File: src/hw/rtl/lir_pkg.sv
// Shared types and constants for the linear-interpolation resampler.
// No dependencies; every other file of the block imports this package.
package lir_pkg;

    // Default values for the top-level parameters.
    localparam int SAMPLE_WIDTH_DEF = 16;
    localparam int FRAC_BITS_DEF    = 16;
    localparam int MAX_OUT_DEF      = 16;

    // Step register: unsigned Q4.16, source samples per output sample.
    localparam int                    STEP_WIDTH = 20;
    localparam logic [STEP_WIDTH-1:0] STEP_RESET = 20'd60211;

    // Sequencer states.
    typedef enum logic [1:0] {
        S_IDLE,
        S_MUL,
        S_EMIT
    } t_lir_state;

endpackage

File: src/hw/rtl/lir_in_if.sv
// Input stream interface: one source sample per request.
// Depends on lir_pkg for the default sample width.
interface lir_in_if import lir_pkg::*; #(
    parameter int SAMPLE_WIDTH = SAMPLE_WIDTH_DEF
);
    logic                           valid;
    logic                           ready;
    logic signed [SAMPLE_WIDTH-1:0] source_sample;

    modport source (output valid, output source_sample, input ready);
    modport sink   (input valid, input source_sample, output ready);
endinterface

File: src/hw/rtl/lir_out_if.sv
// Output stream interface: one interpolated sample and its last flag per request.
// Depends on lir_pkg for the default sample width.
interface lir_out_if import lir_pkg::*; #(
    parameter int SAMPLE_WIDTH = SAMPLE_WIDTH_DEF
);
    logic                           valid;
    logic                           ready;
    logic signed [SAMPLE_WIDTH-1:0] out_sample;
    logic                           last;

    modport source (output valid, output out_sample, output last, input ready);
    modport sink   (input valid, input out_sample, input last, output ready);
endinterface

File: src/hw/rtl/lir_interp_unit.sv
// Shared interpolation unit: registered (cur - prev) * frac, then truncation
// toward zero and the add of prev. Depends on lir_pkg for parameter defaults.
module lir_interp_unit import lir_pkg::*; #(
    parameter int SAMPLE_WIDTH = SAMPLE_WIDTH_DEF,
    parameter int FRAC_BITS    = FRAC_BITS_DEF
) (
    input  logic                    i_clk,
    input  logic                    i_load,
    input  logic [SAMPLE_WIDTH-1:0] i_prev,
    input  logic [SAMPLE_WIDTH-1:0] i_cur,
    input  logic [FRAC_BITS-1:0]    i_frac,
    output logic [SAMPLE_WIDTH-1:0] o_value
);
    localparam int DIFF_W = SAMPLE_WIDTH + 1;
    localparam int PROD_W = SAMPLE_WIDTH + FRAC_BITS + 2;
    localparam int Q_W    = PROD_W - FRAC_BITS;
    localparam logic [PROD_W-1:0] BIAS = {{(PROD_W - FRAC_BITS){1'b0}}, {FRAC_BITS{1'b1}}};

    logic signed [DIFF_W-1:0]       diff;
    logic signed [PROD_W-1:0]       prod;
    logic signed [PROD_W-1:0]       r_prod;
    logic        [SAMPLE_WIDTH-1:0] r_base;
    logic        [PROD_W-1:0]       adj;
    logic        [Q_W-1:0]          quot;
    logic        [Q_W-1:0]          sum;

    // Difference of the two samples and its product with the phase fraction.
    assign diff = $signed({i_cur[SAMPLE_WIDTH-1], i_cur}) -
                  $signed({i_prev[SAMPLE_WIDTH-1], i_prev});
    assign prod = diff * $signed({1'b0, i_frac});

    // Product register; the base sample is held alongside it.
    always_ff @(posedge i_clk) begin
        if (i_load) begin
            r_prod <= prod;
            r_base <= i_prev;
        end
    end

    // A negative product gets a bias so that the shift truncates toward zero.
    assign adj  = r_prod[PROD_W-1] ? (r_prod + BIAS) : r_prod;
    assign quot = adj[PROD_W-1:FRAC_BITS];
    assign sum  = {{(Q_W - SAMPLE_WIDTH){r_base[SAMPLE_WIDTH-1]}}, r_base} + quot;
    assign o_value = sum[SAMPLE_WIDTH-1:0];

endmodule

File: src/hw/rtl/linear_interp_resampler_top.sv
// Linear-interpolation resampler, top level.
// A priming sample produces no output. Otherwise each output takes two steps of the shared
// multiplier (multiply, then truncate and add), so a request with n outputs holds the input
// until its outputs, MAX at most, are registered; a full output register stalls it.
// A first output passes the product register and then the output register. Input ready is high
// only while the sequencer is idle. Synchronous active-low reset clears state, step to 60211.
module linear_interp_resampler_top import lir_pkg::*; #(
    parameter int SAMPLE_WIDTH          = SAMPLE_WIDTH_DEF,
    parameter int FRAC_BITS             = FRAC_BITS_DEF,
    parameter int MAX_OUTPUTS_PER_INPUT = MAX_OUT_DEF
) (
    input  logic                  i_clk,
    input  logic                  i_rst_n,
    input  logic                  i_cfg_wr_en,
    input  logic [STEP_WIDTH-1:0] i_cfg_wr_data,
    lir_in_if.sink                i_in,
    lir_out_if.source             o_out
);
    localparam int PHASE_W = FRAC_BITS + 3;
    localparam int LOOP_W  = ((PHASE_W > STEP_WIDTH) ? PHASE_W : STEP_WIDTH) + 1;
    localparam int CNT_W   = $clog2(MAX_OUTPUTS_PER_INPUT);
    localparam logic [LOOP_W-1:0] ONE    = LOOP_W'(1) << FRAC_BITS;
    localparam logic [LOOP_W-1:0] PH_MAX = LOOP_W'({PHASE_W{1'b1}});
    localparam logic [CNT_W-1:0]  CNT_LAST = CNT_W'(MAX_OUTPUTS_PER_INPUT - 1);

    t_lir_state               r_state, n_state;
    logic [STEP_WIDTH-1:0]    r_step;
    logic [SAMPLE_WIDTH-1:0]  r_prev;
    logic [SAMPLE_WIDTH-1:0]  r_cur;
    logic                     r_primed;
    logic [PHASE_W-1:0]       r_phase;
    logic [LOOP_W-1:0]        r_ph;
    logic [CNT_W-1:0]         r_cnt;
    logic                     r_out_valid;
    logic [SAMPLE_WIDTH-1:0]  r_out_sample;
    logic                     r_out_last;

    logic                     in_acc;
    logic                     ph_below;
    logic                     out_free;
    logic [LOOP_W-1:0]        ph_add;
    logic                     emit_last;
    logic                     c_in_ready;
    logic                     c_mul_load;
    logic                     c_emit;
    logic                     c_empty_done;
    logic [SAMPLE_WIDTH-1:0]  interp_value;

    // Phase after one whole source sample is taken off, clamped to the phase range.
    function automatic logic [PHASE_W-1:0] f_settle(input logic [LOOP_W-1:0] ph);
        logic [LOOP_W-1:0] rem;
        begin
            rem = ph - ONE;
            if (ph < ONE) begin
                return '0;
            end else if (rem > PH_MAX) begin
                return '1;
            end else begin
                return rem[PHASE_W-1:0];
            end
        end
    endfunction

    // Handshake and loop conditions.
    assign in_acc    = i_in.valid && c_in_ready;
    assign ph_below  = (r_ph < ONE);
    assign out_free  = !r_out_valid || o_out.ready;
    assign ph_add    = r_ph + LOOP_W'(r_step);
    assign emit_last = (ph_add >= ONE) || (r_cnt == CNT_LAST);

    // Sequencer outputs.
    always_comb begin
        c_in_ready   = 1'b0;
        c_mul_load   = 1'b0;
        c_emit       = 1'b0;
        c_empty_done = 1'b0;
        case (r_state)
            S_IDLE: begin
                c_in_ready = 1'b1;
            end
            S_MUL: begin
                c_mul_load   = ph_below;
                c_empty_done = !ph_below;
            end
            S_EMIT: begin
                c_emit = out_free;
            end
            default: begin
                c_in_ready = 1'b0;
            end
        endcase
    end

    // Sequencer next state.
    always_comb begin
        n_state = r_state;
        case (r_state)
            S_IDLE: begin
                if (in_acc && r_primed) begin
                    n_state = S_MUL;
                end
            end
            S_MUL: begin
                n_state = ph_below ? S_EMIT : S_IDLE;
            end
            S_EMIT: begin
                if (out_free) begin
                    n_state = emit_last ? S_IDLE : S_MUL;
                end
            end
            default: begin
                n_state = S_IDLE;
            end
        endcase
    end

    // State register and configuration.
    always_ff @(posedge i_clk) begin
        if (!i_rst_n) begin
            r_state <= S_IDLE;
            r_step  <= STEP_RESET;
        end else begin
            r_state <= n_state;
            if (i_cfg_wr_en) begin
                r_step <= i_cfg_wr_data;
            end
        end
    end

    // Block state: previous sample, stored phase and primed flag.
    always_ff @(posedge i_clk) begin
        if (!i_rst_n) begin
            r_prev   <= '0;
            r_phase  <= '0;
            r_primed <= 1'b0;
        end else begin
            if (in_acc && !r_primed) begin
                r_prev   <= i_in.source_sample;
                r_primed <= 1'b1;
            end
            if (c_empty_done) begin
                r_phase <= f_settle(r_ph);
                r_prev  <= r_cur;
            end else if (c_emit && emit_last) begin
                r_phase <= f_settle(ph_add);
                r_prev  <= r_cur;
            end
        end
    end

    // Working phase, output count and the current sample for this request.
    always_ff @(posedge i_clk) begin
        if (in_acc) begin
            r_cur <= i_in.source_sample;
            r_ph  <= LOOP_W'(r_phase);
            r_cnt <= '0;
        end else if (c_emit) begin
            r_ph  <= ph_add;
            r_cnt <= r_cnt + CNT_W'(1);
        end
    end

    // Shared multiply, truncate and add unit.
    lir_interp_unit #(
        .SAMPLE_WIDTH (SAMPLE_WIDTH),
        .FRAC_BITS    (FRAC_BITS)
    ) u_interp (
        .i_clk   (i_clk),
        .i_load  (c_mul_load),
        .i_prev  (r_prev),
        .i_cur   (r_cur),
        .i_frac  (r_ph[FRAC_BITS-1:0]),
        .o_value (interp_value)
    );

    // Output register: loads when empty or when the waiting sample is taken.
    always_ff @(posedge i_clk) begin
        if (!i_rst_n) begin
            r_out_valid <= 1'b0;
        end else if (c_emit) begin
            r_out_valid <= 1'b1;
        end else if (o_out.ready) begin
            r_out_valid <= 1'b0;
        end
    end

    always_ff @(posedge i_clk) begin
        if (c_emit) begin
            r_out_sample <= interp_value;
            r_out_last   <= emit_last;
        end
    end

    assign i_in.ready       = c_in_ready;
    assign o_out.valid      = r_out_valid;
    assign o_out.out_sample = r_out_sample;
    assign o_out.last       = r_out_last;

    // An output is only formed while the working phase is below one.
    a_emit_phase: assert property (@(posedge i_clk) disable iff (!i_rst_n)
        (r_state == S_EMIT) |-> (r_ph < ONE))
        else $error("output stage entered with phase at or above one");

    // The last output of a request returns the sequencer to idle.
    a_last_idle: assert property (@(posedge i_clk) disable iff (!i_rst_n)
        (c_emit && emit_last) |=> (r_state == S_IDLE))
        else $error("sequencer busy after last output");

    // Work on a request only happens once the block is primed.
    a_busy_primed: assert property (@(posedge i_clk) disable iff (!i_rst_n)
        (r_state != S_IDLE) |-> r_primed)
        else $error("sequencer busy while not primed");

    // A priming sample produces no work.
    a_prime_only: assert property (@(posedge i_clk) disable iff (!i_rst_n)
        (in_acc && !r_primed) |=> (r_state == S_IDLE) && r_primed)
        else $error("priming sample started a run");

endmodule
File: src/flat_wrapper.sv
// flat-port wrapper written by rule: the top's interface ports become plain ports
module linear_interp_resampler_top_flat import lir_pkg::*;
#(
    parameter int SAMPLE_WIDTH          = SAMPLE_WIDTH_DEF,
    parameter int FRAC_BITS             = FRAC_BITS_DEF,
    parameter int MAX_OUTPUTS_PER_INPUT = MAX_OUT_DEF
)
  (i_clk, i_rst_n, i_cfg_wr_en, i_cfg_wr_data, i_in_valid, i_in_source_sample, i_in_ready, o_out_valid, o_out_out_sample, o_out_last, o_out_ready);
  lir_in_if #(.SAMPLE_WIDTH(SAMPLE_WIDTH)) i_in_i ();
  lir_out_if #(.SAMPLE_WIDTH(SAMPLE_WIDTH)) o_out_i ();
  input  logic i_clk;
  input  logic i_rst_n;
  input  logic i_cfg_wr_en;
  input  logic [STEP_WIDTH-1:0] i_cfg_wr_data;
  input wire logic [$bits(i_in_i.valid)-1:0] i_in_valid;
  input wire logic [$bits(i_in_i.source_sample)-1:0] i_in_source_sample;
  output wire logic [$bits(i_in_i.ready)-1:0] i_in_ready;
  output wire logic [$bits(o_out_i.valid)-1:0] o_out_valid;
  output wire logic [$bits(o_out_i.out_sample)-1:0] o_out_out_sample;
  output wire logic [$bits(o_out_i.last)-1:0] o_out_last;
  input wire logic [$bits(o_out_i.ready)-1:0] o_out_ready;
  assign i_in_i.valid = i_in_valid;
  assign i_in_i.source_sample = i_in_source_sample;
  assign i_in_ready = i_in_i.ready;
  assign o_out_valid = o_out_i.valid;
  assign o_out_out_sample = o_out_i.out_sample;
  assign o_out_last = o_out_i.last;
  assign o_out_i.ready = o_out_ready;
  linear_interp_resampler_top #(.SAMPLE_WIDTH(SAMPLE_WIDTH), .FRAC_BITS(FRAC_BITS), .MAX_OUTPUTS_PER_INPUT(MAX_OUTPUTS_PER_INPUT)) u_core (.i_clk(i_clk), .i_rst_n(i_rst_n), .i_cfg_wr_en(i_cfg_wr_en), .i_cfg_wr_data(i_cfg_wr_data), .i_in(i_in_i), .o_out(o_out_i));
endmodule
File: config.mk
export PLATFORM = sky130hd
export DESIGN_NAME = linear_interp_resampler_top_flat
export DESIGN_NICKNAME = d
export VERILOG_FILES = /design/src/hw/rtl/lir_pkg.sv /design/src/hw/rtl/lir_in_if.sv /design/src/hw/rtl/lir_out_if.sv /design/src/hw/rtl/lir_interp_unit.sv /design/src/hw/rtl/linear_interp_resampler_top.sv /design/src/flat_wrapper.sv
export SDC_FILE = /design/constraint.sdc
export NUM_CORES = 1
export LEC_CHECK = 0
export BUFFER_PORTS_ARGS = -buffer_cell sky130_fd_sc_hd__buf_2
export CELL_PAD_IN_SITES_DETAIL_PLACEMENT = 0
export CELL_PAD_IN_SITES_GLOBAL_PLACEMENT = 2
export CORE_ASPECT_RATIO = 1.2
export CORE_MARGIN = 8
export CORE_UTILIZATION = 45
export CTS_BUF_LIST = sky130_fd_sc_hd__clkbuf_4 sky130_fd_sc_hd__clkbuf_8 sky130_fd_sc_hd__clkbuf_16
export CTS_CLUSTER_SIZE = 40
export DETAILED_ROUTE_END_ITERATION = 6
export GPL_ROUTABILITY_DRIVEN = 1
export PLACE_DENSITY_LB_ADDON = 0.2
export SYNTH_ARGS = -nofsm -noshare
export SYNTH_HDL_FRONTEND = slang
export SYNTH_SLANG_ARGS = --single-unit
File: constraint.sdc
create_clock -name i_clk -period 13 [get_ports i_clk]
set_input_delay 0.65 -clock i_clk [delete_from_list [all_inputs] [get_ports i_clk]]
set_output_delay 0.65 -clock i_clk [all_outputs]
set_load 0.01 [all_outputs]
# ---- Word level (Yosys, flattened, before mapping)
# Cells that the tools add are included.
dict set report totals {
  regBits 167
  latch_bits 0
  ramBits 0
  romBits 0
  input_bits 41
  out_inout_bits 19
  word_cells 70
  mem_count 0
}
dict set report op_classes {
  n_addsub 7
  mul 1
  div_mod_pow 0
  n_lt_le_gt_ge 5
  n_eq_ne 5
  n_shift 0
  mux 23
  bitwise 0
  reduce_logical 15
}
# cell count
set op_table {}
lappend op_table {{2-to-1 mux 19 bit} 8}
lappend op_table {{2-to-1 mux 16 bit} 3}
lappend op_table {{> comparator 21 x 19 -> 1 bit, second input constant} 2}
lappend op_table {{< comparator 21 x 17 -> 1 bit, second input constant} 2}
lappend op_table {{subtractor 21 x 17 -> 21 bit, second input constant} 2}
lappend op_table {{multiplier 17 x 17 -> 34 bit} 1}
lappend op_table {{adder 32 x 16 -> 32 bit, second input constant} 1}
lappend op_table {{2-to-1 mux 32 bit} 1}
lappend op_table {{adder 21 x 20 -> 21 bit} 1}
lappend op_table {{greater-or-equal comparator 21 x 17 -> 1 bit, second input constant} 1}
lappend op_table {{subtractor 16 x 16 -> 17 bit} 1}
lappend op_table {{adder 16 bit} 1}
lappend op_table {{2-to-1 mux 1 bit} 7}
lappend op_table {{2-to-1 mux 2 bit} 3}
lappend op_table {{one-hot mux 2 bit (3 select lines)} 1}
lappend op_table {{nonzero test 2 bit} 3}
lappend op_table {{adder 4 x 1 -> 4 bit, second input constant} 1}
lappend op_table {{equality test 4 bit, second input constant} 1}
lappend op_table {{logical AND 1 bit} 4}
lappend op_table {{inequality test 2 x 1 -> 1 bit, second input constant} 2}
lappend op_table {{zero test 1 bit} 3}
lappend op_table {{nonzero test 3 bit} 1}
lappend op_table {{equality test 2 x 1 -> 1 bit, second input constant} 1}
lappend op_table {{equality test 2 bit, second input constant} 1}
lappend op_table {{3 further kinds} 4}

# ---- Logic depth before layout (Yosys ltp)
dict set report depth {
  ltp_word 7
  ltp_mapped 36
}

# ---- Hierarchy
# Synthesis repeated with hierarchy kept, for this count alone.
dict set report unflattened {
  cells_unflattened 2269
  area_unflattened_um2 21080.2
}
# mod instances cells_each area_each_um2 seq_area_each_um2
set modules_own_cells {}
lappend modules_own_cells {lir_interp_unit 1 1637 14776.7 1471.4}
lappend modules_own_cells {linear_interp_resampler_top 1 632 6303.5 2862.7}

# ---- Worst setup path before layout
# Ideal clock, no wire load.
dict set report synth_path {
  path_kind {reg-to-reg}
  from {reg u_core.r_cur[0]}
  to {reg u_core.u_interp.r_prod[33], data pin}
  setup_time_ps 260
  arrival_ps 8389
  t_required_ps 12740
  slack_ps 4351
  path_stages_with_launch 34
  path_buffers 2
  synth_period_minus_slack_ps 8649
  cell_sequence {edfxtp_1 > inv_1 > ha_1 > fa_1 > nor2b_1 > o21ai_0 > a21oi_1 > o21ai_0 > a21oi_1 > a41oi_1 > a2111oi_0 > o21ai_0 > a22o_1 > clkbuf_1 > and2_1 > fa_1 > fa_1 > clkbuf_1 > inv_1 > fa_1 > fa_1 > fa_1 > fa_1 > inv_1 > ha_1 > a21o_1 > a21o_1 > a21o_1 > or3_1 > o21ai_0 > a21oi_1 > a21o_1 > a21oi_1 > xnor2_1}
}
dict set report synth_via {
  elab_chain_cells 2
}
# item line
set synth_rtl {}
lappend synth_rtl {{start: declaration} linear_interp_resampler_top.sv:29} ;# logic [SAMPLE_WIDTH-1:0] r_cur;
lappend synth_rtl {{start signal: assignment} linear_interp_resampler_top.sv:154} ;# r_cur <= i_in.source_sample;
lappend synth_rtl {{subtractor 16 x 16 -> 17 bit} lir_interp_unit.sv:28} ;# assign diff = $signed({i_cur[SAMPLE_WIDTH-1], i_cur}) -
lappend synth_rtl {{multiplier 17 x 17 -> 34 bit} lir_interp_unit.sv:30} ;# assign prod = diff * $signed({1'b0, i_frac});
lappend synth_rtl {{net u_core.u_interp.prod[33]} lir_interp_unit.sv:20} ;# logic signed [PROD_W-1:0] prod;
lappend synth_rtl {{end signal: assignment} lir_interp_unit.sv:35} ;# r_prod <= prod;
lappend synth_rtl {{end: declaration} lir_interp_unit.sv:21} ;# logic signed [PROD_W-1:0] r_prod;
# The timed path passes the listed nets, and every way through them passes these cells.
# A chain may end at the register's enable or synchronous reset.

# ---- Worst setup path after layout
# Ends and elaborated chain as after synthesis.

==> out/results.md <==
Clock network
• CTS tree: done
• clock latency at the later pin of the worst-skew pair: 0.45 ns
• number of buffers inserted for hold repair after clock tree synthesis: 0
• setup repair bufs after CTS: 0
• number of cells upsized or downsized after cts: 0
• CTS sink cnt: 166
• buffer type at the clock tree root: sky130_fd_sc_hd__clkbuf_16
• clock slew at the register clock pins of the worst setup and hold paths: 0.07 ns
• CTS Buffer Depth: 2
• H-tree levels: 4
• clock buffer count from CTS: 17

Drt
• number of remaining DRC errors: 0
• routed via count divided by cell count: 5.31
• first-pass iteration count of the detailed router: 5
• Via Count: 14400
• post-route antenna net violation count: 0
• average detailed-routed wire length per instance: 18.9 um
• overall routed net length: 51100 um
• violation count after the first detailed-route iteration: 777

GRT
• Remaining Overflow, GRT: 0
• first-pass GRT wire length: 82800 um
• largest net degree at the start of global routing: 61
• initial antenna violation count: 2
• via count of the first global-routing pass: 15300
• overall fraction of global-route tracks in use: 20.4%

Placed design
• Post-Place Worst Slack: 3.32 ns
• number of port buffers: 59
• Inst Count DP: 2672
• RePlAce Congestion: 0.821
• placed wire-length estimate: 39500 um
• standard cell area after detailed placement: 0.0208 sq mm

Timing
• minimum period implied by the final worst setup slack: 9.60 ns
• worst clock skew: 0.0137 ns
• headroom to the max-slew limit: 22.5%
• fin crit share: 73.9%
• Post-Route Setup TNS: 0 ns
• RSZ-0062 raised after global routing: no
• total setup violations reported at the end of the flow: 0
• number of max-slew violations in the final report: 0
• Fmax: 104 MHz
• pin slew with the least headroom to its limit: 1.16 ns
• endpoints failing hold: 0
• final worst-path setup slack: 3.40 ns

Die
• initial core utilization: 45.4%
• count of boundary I/O pins: 60
• Placeable Area: 0.0437 sq mm
• chip width: 208 um
• height of the chip: 246 um
• # rows: 84
• area of the die: 0.0512 sq mm

Cells and area
• flip-flop and latch area: 0.00433 sq mm
• most frequent standard cell in the layout excluding fill and tap cells: sky130_fd_sc_hd__inv_1
• filler cell count: 4146
• leading cell types in the layout, fill and taps excluded: sky130_fd_sc_hd__inv_1, sky130_fd_sc_hd__fa_1, sky130_fd_sc_hd__nand2_1, sky130_fd_sc_hd__ha_1, sky130_fd_sc_hd__and2_1
• cell area after layout: 0.0214 sq mm
• share of cells above drive strength 1: 7.23%
• antenna diode instance count: 0
• Area growth, synth to finish: 7.72%
• final cell count without fillers: 2704
• Multi-input gate area: 0.0137 sq mm
• Final nets: 2595

Yosys
• share of synthesized flip-flops with an asynchronous set or reset: 0%
• FF+latch count, synth: 166
• count of synthesis-stage warnings from yosys: 0
• combined area of all synthesized cells: 0.0199 sq mm
• cell type with the highest aggregate area in the netlist: sky130_fd_sc_hd__fa_1
• number of flops mapped to enable cells by yosys: 101
• mean instance size in the synthesized netlist: 9.43 sq um
• number of cells produced by synthesis: 2107
• cell types occupying the most area after synthesis: sky130_fd_sc_hd__fa_1, sky130_fd_sc_hd__edfxtp_1, sky130_fd_sc_hd__ha_1
• number of nets in the synthesized netlist: 2570
• Post-synth top flop: sky130_fd_sc_hd__edfxtp_1
• proportion of netlist area held by the largest area contributor: 27.8%
• synth unique cells: 80
• sequential area share after synthesis: 21.8%

Critical path
• Critical Path RT: 13.20 ns
• cell with the biggest individual delay on the critical path: sky130_fd_sc_hd__fa_1
• highest cell delay on the worst timing path: 0.87 ns
• Critical Path Source Type: register
• most numerous cell on the critical path: sky130_fd_sc_hd__fa_1
• endpoint kind of the worst setup timing path: register
• top fanout value on the critical path: 24
• critical path arrival: 9.80 ns
• kind of critical path: register to register

Run
• total of max-cap violations: 0

Outcome
• run status: completed

Min path
• Hold Path Class: input pin to register

## Yosys cell counts, types with 5 or more instances
library cell,count
sky130_fd_sc_hd__inv_1,396
sky130_fd_sc_hd__fa_1,276
sky130_fd_sc_hd__nand2_1,223
sky130_fd_sc_hd__ha_1,146
sky130_fd_sc_hd__and2_1,127
sky130_fd_sc_hd__edfxtp_1,101
sky130_fd_sc_hd__clkbuf_1,74
sky130_fd_sc_hd__xnor2_1,68
sky130_fd_sc_hd__o21ai_0,66
sky130_fd_sc_hd__dfxtp_1,65
sky130_fd_sc_hd__a21oi_1,60
sky130_fd_sc_hd__nor2_1,52
sky130_fd_sc_hd__nor2b_1,50
sky130_fd_sc_hd__nand3_1,44
sky130_fd_sc_hd__a21o_1,32
sky130_fd_sc_hd__xor2_1,31
sky130_fd_sc_hd__mux2i_1,25
sky130_fd_sc_hd__o211ai_1,24
sky130_fd_sc_hd__nand4_1,22
sky130_fd_sc_hd__nor3_1,19
sky130_fd_sc_hd__nand2b_1,18
sky130_fd_sc_hd__o211a_1,18
sky130_fd_sc_hd__o2111ai_1,12
sky130_fd_sc_hd__o21a_1,11
sky130_fd_sc_hd__and3_1,10
sky130_fd_sc_hd__nor4_1,10
sky130_fd_sc_hd__or3_1,9
sky130_fd_sc_hd__a31oi_1,8
sky130_fd_sc_hd__buf_2,7
sky130_fd_sc_hd__mux2_2,7
sky130_fd_sc_hd__o21bai_1,7
sky130_fd_sc_hd__a211oi_1,5
sky130_fd_sc_hd__nand4b_1,5
## final timing paths
| kind | end | slack, ns | cells past startpoint | startpoint |
|---|---|---|---|---|
| max | u_core.u_interp.r_prod[33] | 3.40 | 31 | u_core.r_cur[0] |
| min | u_core.r_cur[13] | 0.39 | 1 | i_in_source_sample[13] |
| max reg2reg | u_core.u_interp.r_prod[33] | 3.40 | 31 | u_core.r_cur[0] |
| min reg2reg | u_core.u_interp.r_base[4] | 0.43 | 0 | u_core.r_prev[4] |
## metrics by stage
step / hold slack [ns] / utilization [%]
after global placement: 0.412 / 47.5
after global routing: 0.368 / 48.9
after CTS: 0.361 / 48.9
after floorplan: 0.408 / -
after detailed placement: 0.414 / 47.5
final: 0.389 / 48.9
## cell type report
cell class                 count  area share, %
multi-input combinational   1459           64.1
sequential                   166           20.3
inverter                     397           6.96
tap                          559           3.27
timing repair buffer          91           2.50
clock buffer                  18           2.05
clock inverter                14          0.830
## worst max-delay path: cells and delay by family (launching register included)
| family | cells | cell delay (ns) |
|---|---|---|
| AOI/OAI and AO/OA | 15 | 3.42 |
| adders and majority gates | 9 | 4.44 |
| xor gates and xnor gates | 1 | 0.08 |
| DFF | 1 | 0.35 |
| and+or+nand+nor | 3 | 0.83 |
| buffers and inverters | 3 | 0.24 |
## flip-flops by register name, indices dropped and copies added (netlist names)
name                     count
u_core.r_step               20
u_core.r_ph                 21
u_core.r_state               2
u_core.r_primed              1
u_core.u_interp.r_base      16
u_core.r_cnt                 4
u_core.r_prev               16
u_core.o_out.valid           1
u_core.o_out.out_sample     16
u_core.u_interp.r_prod      33
u_core.r_phase              19
u_core.r_cur                16
u_core.o_out.last            1
## metal layers
metal  vias up  track usage, %  share of wire (%)
li1       6839               -                  -
met1      7241            24.8                 44
met2       215            38.2                 52
met3        57            2.24                2.9
met4         0            4.74                1.6
met5         -               0                  0
## cell families (layout without fill, tap and decap cells)
logic type | count (synthesis) | after routing | synth area share, %
AOI/OAI and AO/OA | 295 | 295 | 10.2
DFF | 166 | 166 | 21.8
adders and majority gates | 424 | 424 | 37.1
xor gates and xnor gates | 99 | 99 | 4.36
buffers and inverters | 482 | 520 | 9.23
and+or+nand+nor | 609 | 609 | 15.7
muxes | 32 | 32 | 1.66
Power is not shown: default switching activity piles up to over one toggle a cycle in this logic, so the estimate is an artifact.
